<file path="src/rtl/core/gsf_pkg.sv">
package gsf_pkg;

   localparam int SAMPLE_W     = 24;
   localparam int WEIGHT_W     = 18;
   localparam int TAP_IDX_W    = 6;
   localparam int WIN_W        = 6;
   localparam int HALF_W       = WIN_W - 1;
   localparam int FRAC_W       = 17;
   localparam int PROD_W       = SAMPLE_W + WEIGHT_W;
   localparam int ACC_W        = PROD_W + 6;
   localparam int CNT_MAX      = 63;
   localparam int DEF_MAX_TAPS = 63;

   localparam int CSR_IDX_W  = 1;
   localparam int CSR_DATA_W = 6;

   localparam logic [CSR_IDX_W-1:0] REG_WINDOW_SIZE = 1'd0;
   localparam logic [CSR_IDX_W-1:0] REG_PAD_MODE    = 1'd1;

   localparam logic KIND_DATA = 1'b0;
   localparam logic KIND_COEF = 1'b1;

   localparam logic signed [SAMPLE_W-1:0] SMP_MAX = 24'sh7FFFFF;
   localparam logic signed [SAMPLE_W-1:0] SMP_MIN = 24'sh800000;

   typedef struct packed {
      logic                 coef_wr;
      logic                 start;
      logic                 push_sample;
      logic                 push_pad;
      logic                 pad_zero;
      logic                 tap_rd;
      logic [WIN_W-1:0]     tap;
      logic [WIN_W-1:0]     age;
      logic                 load_fir;
      logic                 load_pass;
      logic                 out_last;
   } dp_cmd_type;

   typedef struct packed {
      logic out_free;
   } dp_stat_type;

endpackage

</file>
<file path="src/rtl/core/gsf_if.sv">
interface gsf_req_if;
   logic                                 valid;
   logic                                 ready;
   logic                                 kind;
   logic signed [gsf_pkg::SAMPLE_W-1:0]  sample;
   logic                                 last_sample;
   logic [gsf_pkg::TAP_IDX_W-1:0]        tap_index;
   logic [gsf_pkg::WEIGHT_W-1:0]         tap_weight;

   modport source (output valid, kind, sample, last_sample, tap_index, tap_weight,
                   input ready);
   modport sink   (input valid, kind, sample, last_sample, tap_index, tap_weight,
                   output ready);
endinterface

interface gsf_rsp_if;
   logic                                 valid;
   logic                                 ready;
   logic signed [gsf_pkg::SAMPLE_W-1:0]  smoothed;
   logic                                 last_out;

   modport source (output valid, smoothed, last_out, input ready);
   modport sink   (input valid, smoothed, last_out, output ready);
endinterface

</file>
<file path="src/rtl/core/gsf_ctrl.sv">
module gsf_ctrl #(
   parameter int MAX_TAPS = gsf_pkg::DEF_MAX_TAPS
) (
   input  logic                              clock,
   input  logic                              reset,
   input  logic                              req_valid,
   input  logic                              req_kind,
   input  logic                              req_last_sample,
   output logic                              req_ready,
   input  logic                              csr_we,
   input  logic [gsf_pkg::CSR_IDX_W-1:0]     csr_idx,
   input  logic [gsf_pkg::CSR_DATA_W-1:0]    csr_wdata,
   output gsf_pkg::dp_cmd_type               cmd,
   input  gsf_pkg::dp_stat_type              stat
);

   typedef enum logic [6:0] {
      ST_IDLE  = 7'b0000001,
      ST_PAD   = 7'b0000010,
      ST_SHIFT = 7'b0000100,
      ST_ISSUE = 7'b0001000,
      ST_DRAIN = 7'b0010000,
      ST_EMIT  = 7'b0100000,
      ST_PASS  = 7'b1000000
   } state_type;

   localparam int WW = gsf_pkg::WIN_W;
   localparam int HW = gsf_pkg::HALF_W;

   state_type         state_ff, state_in;
   logic              series_ff, series_in;
   logic [WW-1:0]     seen_ff, seen_in;
   logic [HW-1:0]     half_ff, half_in;
   logic              last_ff, last_in;
   logic [WW-1:0]     pre_ff, pre_in;
   logic [WW-1:0]     rem_ff, rem_in;
   logic [WW-1:0]     tap_ff, tap_in;
   logic              drain_ff, drain_in;
   logic [WW-1:0]     window_ff;
   logic              pad_mode_ff;

   logic              accept;
   logic [WW-1:0]     cnt_now;
   logic [WW-1:0]     win_eff;
   logic [HW-1:0]     half_now;
   logic [WW-1:0]     half_p1;
   logic [WW-1:0]     res_cnt;
   logic [WW-1:0]     span;

   assign req_ready = (state_ff == ST_IDLE);
   assign accept    = req_valid && req_ready;
   assign span      = {half_ff, 1'b0};

   always_comb begin
      if (!series_ff) begin
         cnt_now = WW'(1);
      end else if (32'(seen_ff) < gsf_pkg::CNT_MAX) begin
         cnt_now = seen_ff + 1'b1;
      end else begin
         cnt_now = seen_ff;
      end
      if (32'(window_ff) > 32'(MAX_TAPS)) begin
         win_eff = WW'(MAX_TAPS);
      end else begin
         win_eff = window_ff;
      end
      half_now = HW'((win_eff - 1'b1) >> 1);
      half_p1  = {1'b0, half_now} + 1'b1;
      res_cnt  = (cnt_now < half_p1) ? cnt_now : half_p1;
   end

   always_comb begin
      state_in  = state_ff;
      series_in = series_ff;
      seen_in   = seen_ff;
      half_in   = half_ff;
      last_in   = last_ff;
      pre_in    = pre_ff;
      rem_in    = rem_ff;
      tap_in    = tap_ff;
      drain_in  = drain_ff;
      cmd       = '0;
      cmd.pad_zero = !pad_mode_ff;
      cmd.tap      = tap_ff;
      cmd.age      = span - tap_ff;

      case (state_ff)
         ST_IDLE: begin
            if (accept && req_kind == gsf_pkg::KIND_COEF) begin
               cmd.coef_wr = 1'b1;
            end else if (accept) begin
               cmd.start       = !series_ff;
               cmd.push_sample = 1'b1;
               half_in = half_now;
               last_in = req_last_sample;
               tap_in  = '0;
               if (req_last_sample) begin
                  series_in = 1'b0;
                  seen_in   = '0;
               end else begin
                  series_in = 1'b1;
                  seen_in   = cnt_now;
               end
               if (win_eff == '0) begin
                  state_in = ST_PASS;
               end else if (!req_last_sample) begin
                  rem_in = WW'(1);
                  if (cnt_now > {1'b0, half_now}) begin
                     state_in = ST_ISSUE;
                  end
               end else begin
                  // flush: pad the missing right side, then one result per shift
                  rem_in = res_cnt;
                  pre_in = half_p1 - res_cnt;
                  state_in = (half_p1 != res_cnt) ? ST_PAD : ST_ISSUE;
               end
            end
         end
         ST_PAD: begin
            cmd.push_pad = 1'b1;
            pre_in = pre_ff - 1'b1;
            if (pre_ff == WW'(1)) begin
               state_in = ST_ISSUE;
            end
         end
         ST_SHIFT: begin
            cmd.push_pad = 1'b1;
            tap_in   = '0;
            state_in = ST_ISSUE;
         end
         ST_ISSUE: begin
            cmd.tap_rd = 1'b1;
            tap_in = tap_ff + 1'b1;
            if (tap_ff == span) begin
               drain_in = 1'b0;
               state_in = ST_DRAIN;
            end
         end
         ST_DRAIN: begin
            // waits out the product and accumulate stages
            drain_in = 1'b1;
            if (drain_ff) begin
               state_in = ST_EMIT;
            end
         end
         ST_EMIT: begin
            if (stat.out_free) begin
               cmd.load_fir = 1'b1;
               cmd.out_last = last_ff && (rem_ff == WW'(1));
               rem_in = rem_ff - 1'b1;
               state_in = (rem_ff == WW'(1)) ? ST_IDLE : ST_SHIFT;
            end
         end
         ST_PASS: begin
            if (stat.out_free) begin
               cmd.load_pass = 1'b1;
               cmd.out_last  = last_ff;
               state_in = ST_IDLE;
            end
         end
         default: begin
            state_in = ST_IDLE;
         end
      endcase
   end

   always_ff @(posedge clock) begin
      if (reset) begin
         state_ff    <= ST_IDLE;
         series_ff   <= 1'b0;
         seen_ff     <= '0;
         window_ff   <= '0;
         pad_mode_ff <= 1'b0;
      end else begin
         state_ff  <= state_in;
         series_ff <= series_in;
         seen_ff   <= seen_in;
         if (csr_we) begin
            case (csr_idx)
               gsf_pkg::REG_WINDOW_SIZE: window_ff   <= csr_wdata[WW-1:0];
               gsf_pkg::REG_PAD_MODE:    pad_mode_ff <= csr_wdata[0];
               default: ;
            endcase
         end
      end
   end

   always_ff @(posedge clock) begin
      half_ff  <= half_in;
      last_ff  <= last_in;
      pre_ff   <= pre_in;
      rem_ff   <= rem_in;
      tap_ff   <= tap_in;
      drain_ff <= drain_in;
   end

endmodule

</file>
<file path="src/rtl/core/gsf_dp.sv">
module gsf_dp #(
   parameter int MAX_TAPS = gsf_pkg::DEF_MAX_TAPS
) (
   input  logic                                  clock,
   input  logic                                  reset,
   input  gsf_pkg::dp_cmd_type                   cmd,
   output gsf_pkg::dp_stat_type                  stat,
   input  logic signed [gsf_pkg::SAMPLE_W-1:0]   req_sample,
   input  logic [gsf_pkg::TAP_IDX_W-1:0]         req_tap_index,
   input  logic [gsf_pkg::WEIGHT_W-1:0]          req_tap_weight,
   input  logic                                  rsp_ready,
   output logic                                  rsp_valid,
   output logic signed [gsf_pkg::SAMPLE_W-1:0]   rsp_smoothed,
   output logic                                  rsp_last_out
);

   localparam int AW = $clog2(MAX_TAPS);
   localparam int FW = $clog2(MAX_TAPS + 1);
   localparam int SW = gsf_pkg::SAMPLE_W;
   localparam int KW = gsf_pkg::WEIGHT_W;
   localparam int PW = gsf_pkg::PROD_W;
   localparam int CW = gsf_pkg::ACC_W;
   localparam int RW = CW + 1;

   logic signed [SW-1:0]  dline_mem [MAX_TAPS];
   logic [KW-1:0]         wt_mem [MAX_TAPS];

   logic [AW-1:0]         wp_ff, wp_in;
   logic [FW-1:0]         fill_ff, fill_in;
   logic signed [SW-1:0]  left_pad_ff;
   logic signed [SW-1:0]  sample_ff;

   logic signed [SW-1:0]  dl_q_ff;
   logic [KW-1:0]         wt_q_ff;
   logic                  in_fill_ff;
   logic                  v1_ff, first1_ff;
   logic signed [PW-1:0]  prod_ff;
   logic                  v2_ff, first2_ff;
   logic signed [CW-1:0]  acc_ff;

   logic                  out_valid_ff;
   logic signed [SW-1:0]  out_data_ff;
   logic                  out_last_ff;

   logic                  wr_en;
   logic signed [SW-1:0]  wr_data;
   logic [AW-1:0]         age_a;
   logic [AW:0]           rd_full;
   logic [AW-1:0]         rd_addr;
   logic signed [SW-1:0]  tap_val;
   logic signed [RW-1:0]  rounded;
   logic signed [31:0]    quot;
   logic signed [SW-1:0]  fir_val;

   assign stat.out_free = !out_valid_ff || rsp_ready;
   assign rsp_valid     = out_valid_ff;
   assign rsp_smoothed  = out_data_ff;
   assign rsp_last_out  = out_last_ff;

   assign wr_en   = cmd.push_sample || cmd.push_pad;
   assign wr_data = cmd.push_sample ? req_sample : (cmd.pad_zero ? '0 : sample_ff);

   always_comb begin
      wp_in = (wp_ff == AW'(MAX_TAPS - 1)) ? '0 : wp_ff + 1'b1;
      if (cmd.start) begin
         fill_in = FW'(1);
      end else if (fill_ff == FW'(MAX_TAPS)) begin
         fill_in = fill_ff;
      end else begin
         fill_in = fill_ff + 1'b1;
      end
   end

   // circular line: newest entry sits at wp_ff, older ones below it
   always_comb begin
      age_a = AW'(cmd.age);
      if ({1'b0, wp_ff} >= {1'b0, age_a}) begin
         rd_full = {1'b0, wp_ff} - {1'b0, age_a};
      end else begin
         rd_full = {1'b0, wp_ff} + (AW+1)'(MAX_TAPS) - {1'b0, age_a};
      end
      rd_addr = rd_full[AW-1:0];
   end

   always_ff @(posedge clock) begin
      if (reset) begin
         wp_ff   <= '0;
         fill_ff <= '0;
      end else if (wr_en) begin
         wp_ff   <= wp_in;
         fill_ff <= fill_in;
      end
   end

   always_ff @(posedge clock) begin
      if (wr_en) begin
         dline_mem[wp_in] <= wr_data;
      end
      if (cmd.tap_rd) begin
         dl_q_ff <= dline_mem[rd_addr];
      end
   end

   always_ff @(posedge clock) begin
      if (cmd.coef_wr && (32'(req_tap_index) < 32'(MAX_TAPS))) begin
         wt_mem[AW'(req_tap_index)] <= req_tap_weight;
      end
      if (cmd.tap_rd) begin
         wt_q_ff <= wt_mem[AW'(cmd.tap)];
      end
   end

   always_ff @(posedge clock) begin
      if (cmd.start) begin
         left_pad_ff <= cmd.pad_zero ? '0 : req_sample;
      end
      if (cmd.push_sample) begin
         sample_ff <= req_sample;
      end
      if (cmd.tap_rd) begin
         in_fill_ff <= 32'(cmd.age) < 32'(fill_ff);
      end
   end

   // entries at or beyond the fill level read as the left edge pad
   assign tap_val = in_fill_ff ? dl_q_ff : left_pad_ff;

   always_ff @(posedge clock) begin
      if (reset) begin
         v1_ff <= 1'b0;
         v2_ff <= 1'b0;
      end else begin
         v1_ff <= cmd.tap_rd;
         v2_ff <= v1_ff;
      end
   end

   always_ff @(posedge clock) begin
      first1_ff <= cmd.tap_rd && (cmd.tap == '0);
      first2_ff <= first1_ff;
      if (v1_ff) begin
         prod_ff <= tap_val * $signed({1'b0, wt_q_ff});
      end
      if (v2_ff) begin
         acc_ff <= first2_ff ? CW'(prod_ff) : acc_ff + CW'(prod_ff);
      end
   end

   // round half up then floor-shift, saturate to the sample range
   always_comb begin
      rounded = RW'(acc_ff) + RW'(65536);
      quot    = rounded[RW-1:gsf_pkg::FRAC_W];
      if (quot > 32'(gsf_pkg::SMP_MAX)) begin
         fir_val = gsf_pkg::SMP_MAX;
      end else if (quot < 32'(gsf_pkg::SMP_MIN)) begin
         fir_val = gsf_pkg::SMP_MIN;
      end else begin
         fir_val = quot[SW-1:0];
      end
   end

   always_ff @(posedge clock) begin
      if (reset) begin
         out_valid_ff <= 1'b0;
      end else if (cmd.load_fir || cmd.load_pass) begin
         out_valid_ff <= 1'b1;
      end else if (rsp_ready) begin
         out_valid_ff <= 1'b0;
      end
   end

   always_ff @(posedge clock) begin
      if (cmd.load_fir || cmd.load_pass) begin
         out_data_ff <= cmd.load_pass ? sample_ff : fir_val;
         out_last_ff <= cmd.out_last;
      end
   end

endmodule

</file>
<file path="src/rtl/core/gaussian_smoothing_fir.sv">
// channel   dir  transfer when          payload
// req       in   req.valid & req.ready  kind, sample, last_sample, tap_index, tap_weight
// rsp       out  rsp.valid & rsp.ready  smoothed, last_out
// csr       in   csr_we                 csr_idx, csr_wdata
//
// Coefficient items and samples that give no result are taken in idle; passthrough
// goes through the pass state. A result for half-window p takes: accept, 2p+1 tap
// reads through one shared multiply-accumulate, the product and accumulate stages,
// output load. A last sample gives up to p+1 results and shifts in p pads in all.
// Reset is synchronous; delay line and weight memories are not cleared.
// A result waiting in the output register stalls only the next result.
module gaussian_smoothing_fir #(
   parameter int MAX_TAPS = gsf_pkg::DEF_MAX_TAPS
) (
   input  logic                              clock,
   input  logic                              reset,
   gsf_req_if.sink                           req,
   gsf_rsp_if.source                         rsp,
   input  logic                              csr_we,
   input  logic [gsf_pkg::CSR_IDX_W-1:0]     csr_idx,
   input  logic [gsf_pkg::CSR_DATA_W-1:0]    csr_wdata
);

   gsf_pkg::dp_cmd_type  cmd;
   gsf_pkg::dp_stat_type stat;

   gsf_ctrl #(
      .MAX_TAPS (MAX_TAPS)
   ) u_ctrl (
      .clock           (clock),
      .reset           (reset),
      .req_valid       (req.valid),
      .req_kind        (req.kind),
      .req_last_sample (req.last_sample),
      .req_ready       (req.ready),
      .csr_we          (csr_we),
      .csr_idx         (csr_idx),
      .csr_wdata       (csr_wdata),
      .cmd             (cmd),
      .stat            (stat)
   );

   gsf_dp #(
      .MAX_TAPS (MAX_TAPS)
   ) u_dp (
      .clock          (clock),
      .reset          (reset),
      .cmd            (cmd),
      .stat           (stat),
      .req_sample     (req.sample),
      .req_tap_index  (req.tap_index),
      .req_tap_weight (req.tap_weight),
      .rsp_ready      (rsp.ready),
      .rsp_valid      (rsp.valid),
      .rsp_smoothed   (rsp.smoothed),
      .rsp_last_out   (rsp.last_out)
   );

   a_load_needs_room: assert property (@(posedge clock) disable iff (reset)
      (cmd.load_fir || cmd.load_pass) |-> stat.out_free)
      else $error("result loaded over an untaken result");

   a_coef_only_idle: assert property (@(posedge clock) disable iff (reset)
      cmd.coef_wr |-> (req.ready && !cmd.tap_rd && !cmd.push_pad))
      else $error("coefficient write while busy");

   a_idle_no_mac: assert property (@(posedge clock) disable iff (reset)
      req.ready |-> (!cmd.tap_rd && !cmd.load_fir && !cmd.push_pad))
      else $error("datapath work while accepting");

endmodule
</file>
<file path="src/flat_wrapper.sv">
// flat-port wrapper written by rule: the top's interface ports become plain ports
module gaussian_smoothing_fir_flat 
#(
   parameter int MAX_TAPS = gsf_pkg::DEF_MAX_TAPS
)
  (clock, reset, csr_we, csr_idx, csr_wdata, req_valid, req_kind, req_sample, req_last_sample, req_tap_index, req_tap_weight, req_ready, rsp_valid, rsp_smoothed, rsp_last_out, rsp_ready);
  gsf_req_if req_i ();
  gsf_rsp_if rsp_i ();
  input  logic clock;
  input  logic reset;
  input  logic csr_we;
  input  logic [gsf_pkg::CSR_IDX_W-1:0] csr_idx;
  input  logic [gsf_pkg::CSR_DATA_W-1:0] csr_wdata;
  input wire logic [$bits(req_i.valid)-1:0] req_valid;
  input wire logic [$bits(req_i.kind)-1:0] req_kind;
  input wire logic [$bits(req_i.sample)-1:0] req_sample;
  input wire logic [$bits(req_i.last_sample)-1:0] req_last_sample;
  input wire logic [$bits(req_i.tap_index)-1:0] req_tap_index;
  input wire logic [$bits(req_i.tap_weight)-1:0] req_tap_weight;
  output wire logic [$bits(req_i.ready)-1:0] req_ready;
  output wire logic [$bits(rsp_i.valid)-1:0] rsp_valid;
  output wire logic [$bits(rsp_i.smoothed)-1:0] rsp_smoothed;
  output wire logic [$bits(rsp_i.last_out)-1:0] rsp_last_out;
  input wire logic [$bits(rsp_i.ready)-1:0] rsp_ready;
  assign req_i.valid = req_valid;
  assign req_i.kind = req_kind;
  assign req_i.sample = req_sample;
  assign req_i.last_sample = req_last_sample;
  assign req_i.tap_index = req_tap_index;
  assign req_i.tap_weight = req_tap_weight;
  assign req_ready = req_i.ready;
  assign rsp_valid = rsp_i.valid;
  assign rsp_smoothed = rsp_i.smoothed;
  assign rsp_last_out = rsp_i.last_out;
  assign rsp_i.ready = rsp_ready;
  gaussian_smoothing_fir #(.MAX_TAPS(MAX_TAPS)) u_core (.clock(clock), .reset(reset), .req(req_i), .rsp(rsp_i), .csr_we(csr_we), .csr_idx(csr_idx), .csr_wdata(csr_wdata));
endmodule
</file>
<file path="config.mk">
export PLATFORM = sky130hd
export DESIGN_NAME = gaussian_smoothing_fir_flat
export DESIGN_NICKNAME = d
export VERILOG_FILES = /design/src/rtl/core/gsf_pkg.sv /design/src/rtl/core/gsf_if.sv /design/src/rtl/core/gsf_ctrl.sv /design/src/rtl/core/gsf_dp.sv /design/src/rtl/core/gaussian_smoothing_fir.sv /design/src/flat_wrapper.sv
export SDC_FILE = /design/constraint.sdc
export NUM_CORES = 2
export LEC_CHECK = 0
export ABC_AREA = 1
export BUFFER_PORTS_ARGS = -buffer_cell sky130_fd_sc_hd__clkbuf_2
export CORE_ASPECT_RATIO = 0.5
export CORE_UTILIZATION = 40
export DETAILED_ROUTE_END_ITERATION = 16
export MAX_ROUTING_LAYER = met4
export SYNTH_ARGS = -nofsm -noshare
export SYNTH_HDL_FRONTEND = slang
export SYNTH_SLANG_ARGS = --single-unit
</file>
<file path="constraint.sdc">
create_clock -name clock -period 21.7 [get_ports clock]
set_input_delay 1.085 -clock clock [delete_from_list [all_inputs] [get_ports clock]]
set_output_delay 1.085 -clock clock [all_outputs]
set_load 0.1 [all_outputs]
</file>
==> flow_summary.ini <==
[logic_synthesis]
syn-num-nets = 14300
yosysWarnings = 0
async_flop_share = 0
synth_area_leaders = edfxtp_1, nand2_1, fa_1, nand3_1, inv_1
synth_top_area_share = 0.607
ys_seq_elements = 2915
yosysUniqueCellTypes = 53
synth.most_common_cell = edfxtp_1
synth_cells = 13600
ys.flop_type = edfxtp_1
synth_top_area_cell = edfxtp_1
synthesis.area_um2 = 142000
syn-mean-instance-area_um2 = 10.5
synth_edf_count = 2877
yosysSeqAreaShare = 0.612
synth_common_cells = edfxtp_1, nand2_1, inv_1

[global_route]
grtUsageTotal = 0.242
grt_pass1_vias = 95500
grt_pass1_wl_mm = 632
antenna_found_initial = 13
grt.overflow.total = 0
grt_max_degree = 205

[worst_setup_path]
crit_path_end_kind = register
startpoint = u_core.u_ctrl.tap_ff[2]
cp_num_cells = 25
crit_top_cell = nand3_1
regToRegSetupSlack_ps = 13770
r2r-start = u_core.u_ctrl.tap_ff[2]
cp_num_buf_inv = 8
criticalPathCategory = register to register
critPathSlowestCell = buf_4
cp_max_fo = 133
timing.rr.end = u_core.u_dp.dl_q_ff[11]
critical_path.max_stage_delay_ps = 730
cp-start-kind = register
ff2ff_path_depth = 25
crit_end = u_core.u_dp.dl_q_ff[11]
cp_top_family = buffers and inverters
cp.required_ps = 22510
cp.arrival_ps = 8730

[clocking]
cts_sinks = 2915
numCtsBuffers = 282
cts_resized = 0
postCtsSetupBuffers = 0
root_buffer = clkbuf_16
htree_levels = 5
hold_buffers = 0
clkTransAtPathRegs_ps = 60
cts_tree = built
clock_latency_ps = 940
ctsLongestPathBuffers = 4

[sta]
worstMarginPinSlew_ps = 1230
whs_ps = 329
hold_viol = 0
setup_viol_count_final = 0
rsz0062_at_grt = no
period_share = 0.365
fmax_mhz = 126
fin_tns_setup_ps = 0
layout_min_cycle_time_ps = 7930
drv_slew = 0
skew_ps = 77.6
slew_headroom = 0.179

[floorplan]
fp.dieH_um = 424
die_area_um2 = 358000
ios = 89
core_area_um2 = 353000
die_w_um = 845
start_util = 0.403
fp-row-count = 154

[detailed_routing]
route.vias.total = 99600
ant_nets = 0
via_per_inst = 5.38
drc = 0
first_pass_iters = 6
drt_iter0_markers = 12200
wl_per_cell_um = 23.2
wirelength_mm = 430

[layout]
area_delta_synth_final_pct = 10.8
fin_nets = 14200
drive_above_1_share = 0.0708

[placement]
portBuffers = 88
finalWeightedCongestion = 0.932
dp_hpwl_mm = 252

[flow_run]
cap_violations = 0

[outcome]
status = complete, no violations

[hold_path]
hold_start = u_core.u_dp.first1_ff
hp-class = register to register
-- flip-flops by register name, indices dropped and copies added, names as in the netlist, 7 cells and up --
signal / flops
u_core.u_dp.sample_ff: 24
u_core.u_dp.left_pad_ff: 24
u_core.u_dp.wt_q_ff: 18
u_core.u_dp.rsp_smoothed: 24
u_core.u_dp.prod_ff: 42
u_core.u_dp.dl_q_ff: 24
u_core.u_ctrl.state_ff: 7
u_core.u_dp.acc_ff: 48
u_core.u_dp.wt_mem: 1134
u_core.u_dp.dline_mem: 1512
-- layout by cell type (no fill, tap or decap), types with 19 or more instances in the layout --
cell type  netlist  routed
nor2_1        1225    1128
buf_4            6     260
or2_2           54      54
nand4_1         65      65
a31oi_1         20      20
dfxtp_1         38      34
nand3_1       1698    1698
nand3b_1       127     127
xnor2_1         38      38
o21ai_0        749     710
o21ai_4          0      25
nand2_1       2398    2393
clkinv_1         4      62
clkinv_2         0      50
clkbuf_16        0     287
fa_1           429     429
xor2_1          77      77
clkbuf_2         0      88
nor3_1          51      51
nor2_2           0      94
a21oi_1        206     205
ha_1           202     202
o22ai_1        268     268
inv_1         2202    2199
a211oi_1        19      19
clkbuf_1       361      40
bufinv_16        0      27
edfxtp_1      2877    2877
-- metrics by stage --
stage | instances | worst slack, ps | util | cell area [um^2]
floorplan | 13600 | 14400 | - | 142000
global placement | 18000 | 13830 | 0.421 | 149000
detailed placement | 18000 | 13730 | 0.421 | 149000
CTS | 18500 | 13790 | 0.447 | 158000
global route | 18500 | 13420 | 0.447 | 158000
finish | 18500 | 13770 | 0.447 | 158000
-- how the worst min path moves through the flow --
stage | end | slack [ps] | cells past startpoint
after global placement | u_core.u_dp.first2_ff | 310 | 0
after CTS | u_core.u_dp.first2_ff | 330 | 0
after detailed placement | u_core.u_dp.first2_ff | 320 | 0
after global routing | u_core.u_dp.first2_ff | 350 | 0
final | u_core.u_dp.first2_ff | 330 | 0
after floorplan | u_core.u_dp.first2_ff | 310 | 0
-- per-layer routing --
metal | global-route usage | routed length [um] | share of wire
met2 | 0.368 | 194000 | 0.45
met5 | - | 0 | 0
met4 | 0.0818 | 16100 | 0.037
met3 | 0.0387 | 37700 | 0.088
met1 | 0.331 | 182000 | 0.42
-- cells by family (layout without fill, tap and decap cells) --
logic type                 count (synthesis)  count (layout)  synth area share
and+or+nand+nor                         5648            5648             0.171
DFF                                     2915            2915             0.612
buffers and inverters                   2884            3067            0.0786
AOI/OAI and AO/OA                       1367            1367            0.0531
adders and majority gates                631             631            0.0781
xor gates and xnor gates                 115             115           0.00708
muxes                                      1               1         0.0000703
other                                      0              13                 0
-- cell type report --
cell class / instances / area, um^2
Sequential cell: 2915 / 87200
Clock inverter: 168 / 1640
Inverter: 2212 / 8330
Timing Repair Buffer: 358 / 2590
Tap cell: 4758 / 5950
Antenna cell: 13 / 32.5
Multi-Input combinational cell: 7762 / 44600
Fill cell: 32800 / 195000
Clock buffer: 329 / 7360
Power is not shown: default switching activity piles up to over one toggle a cycle in this logic, so the estimate is an artifact.
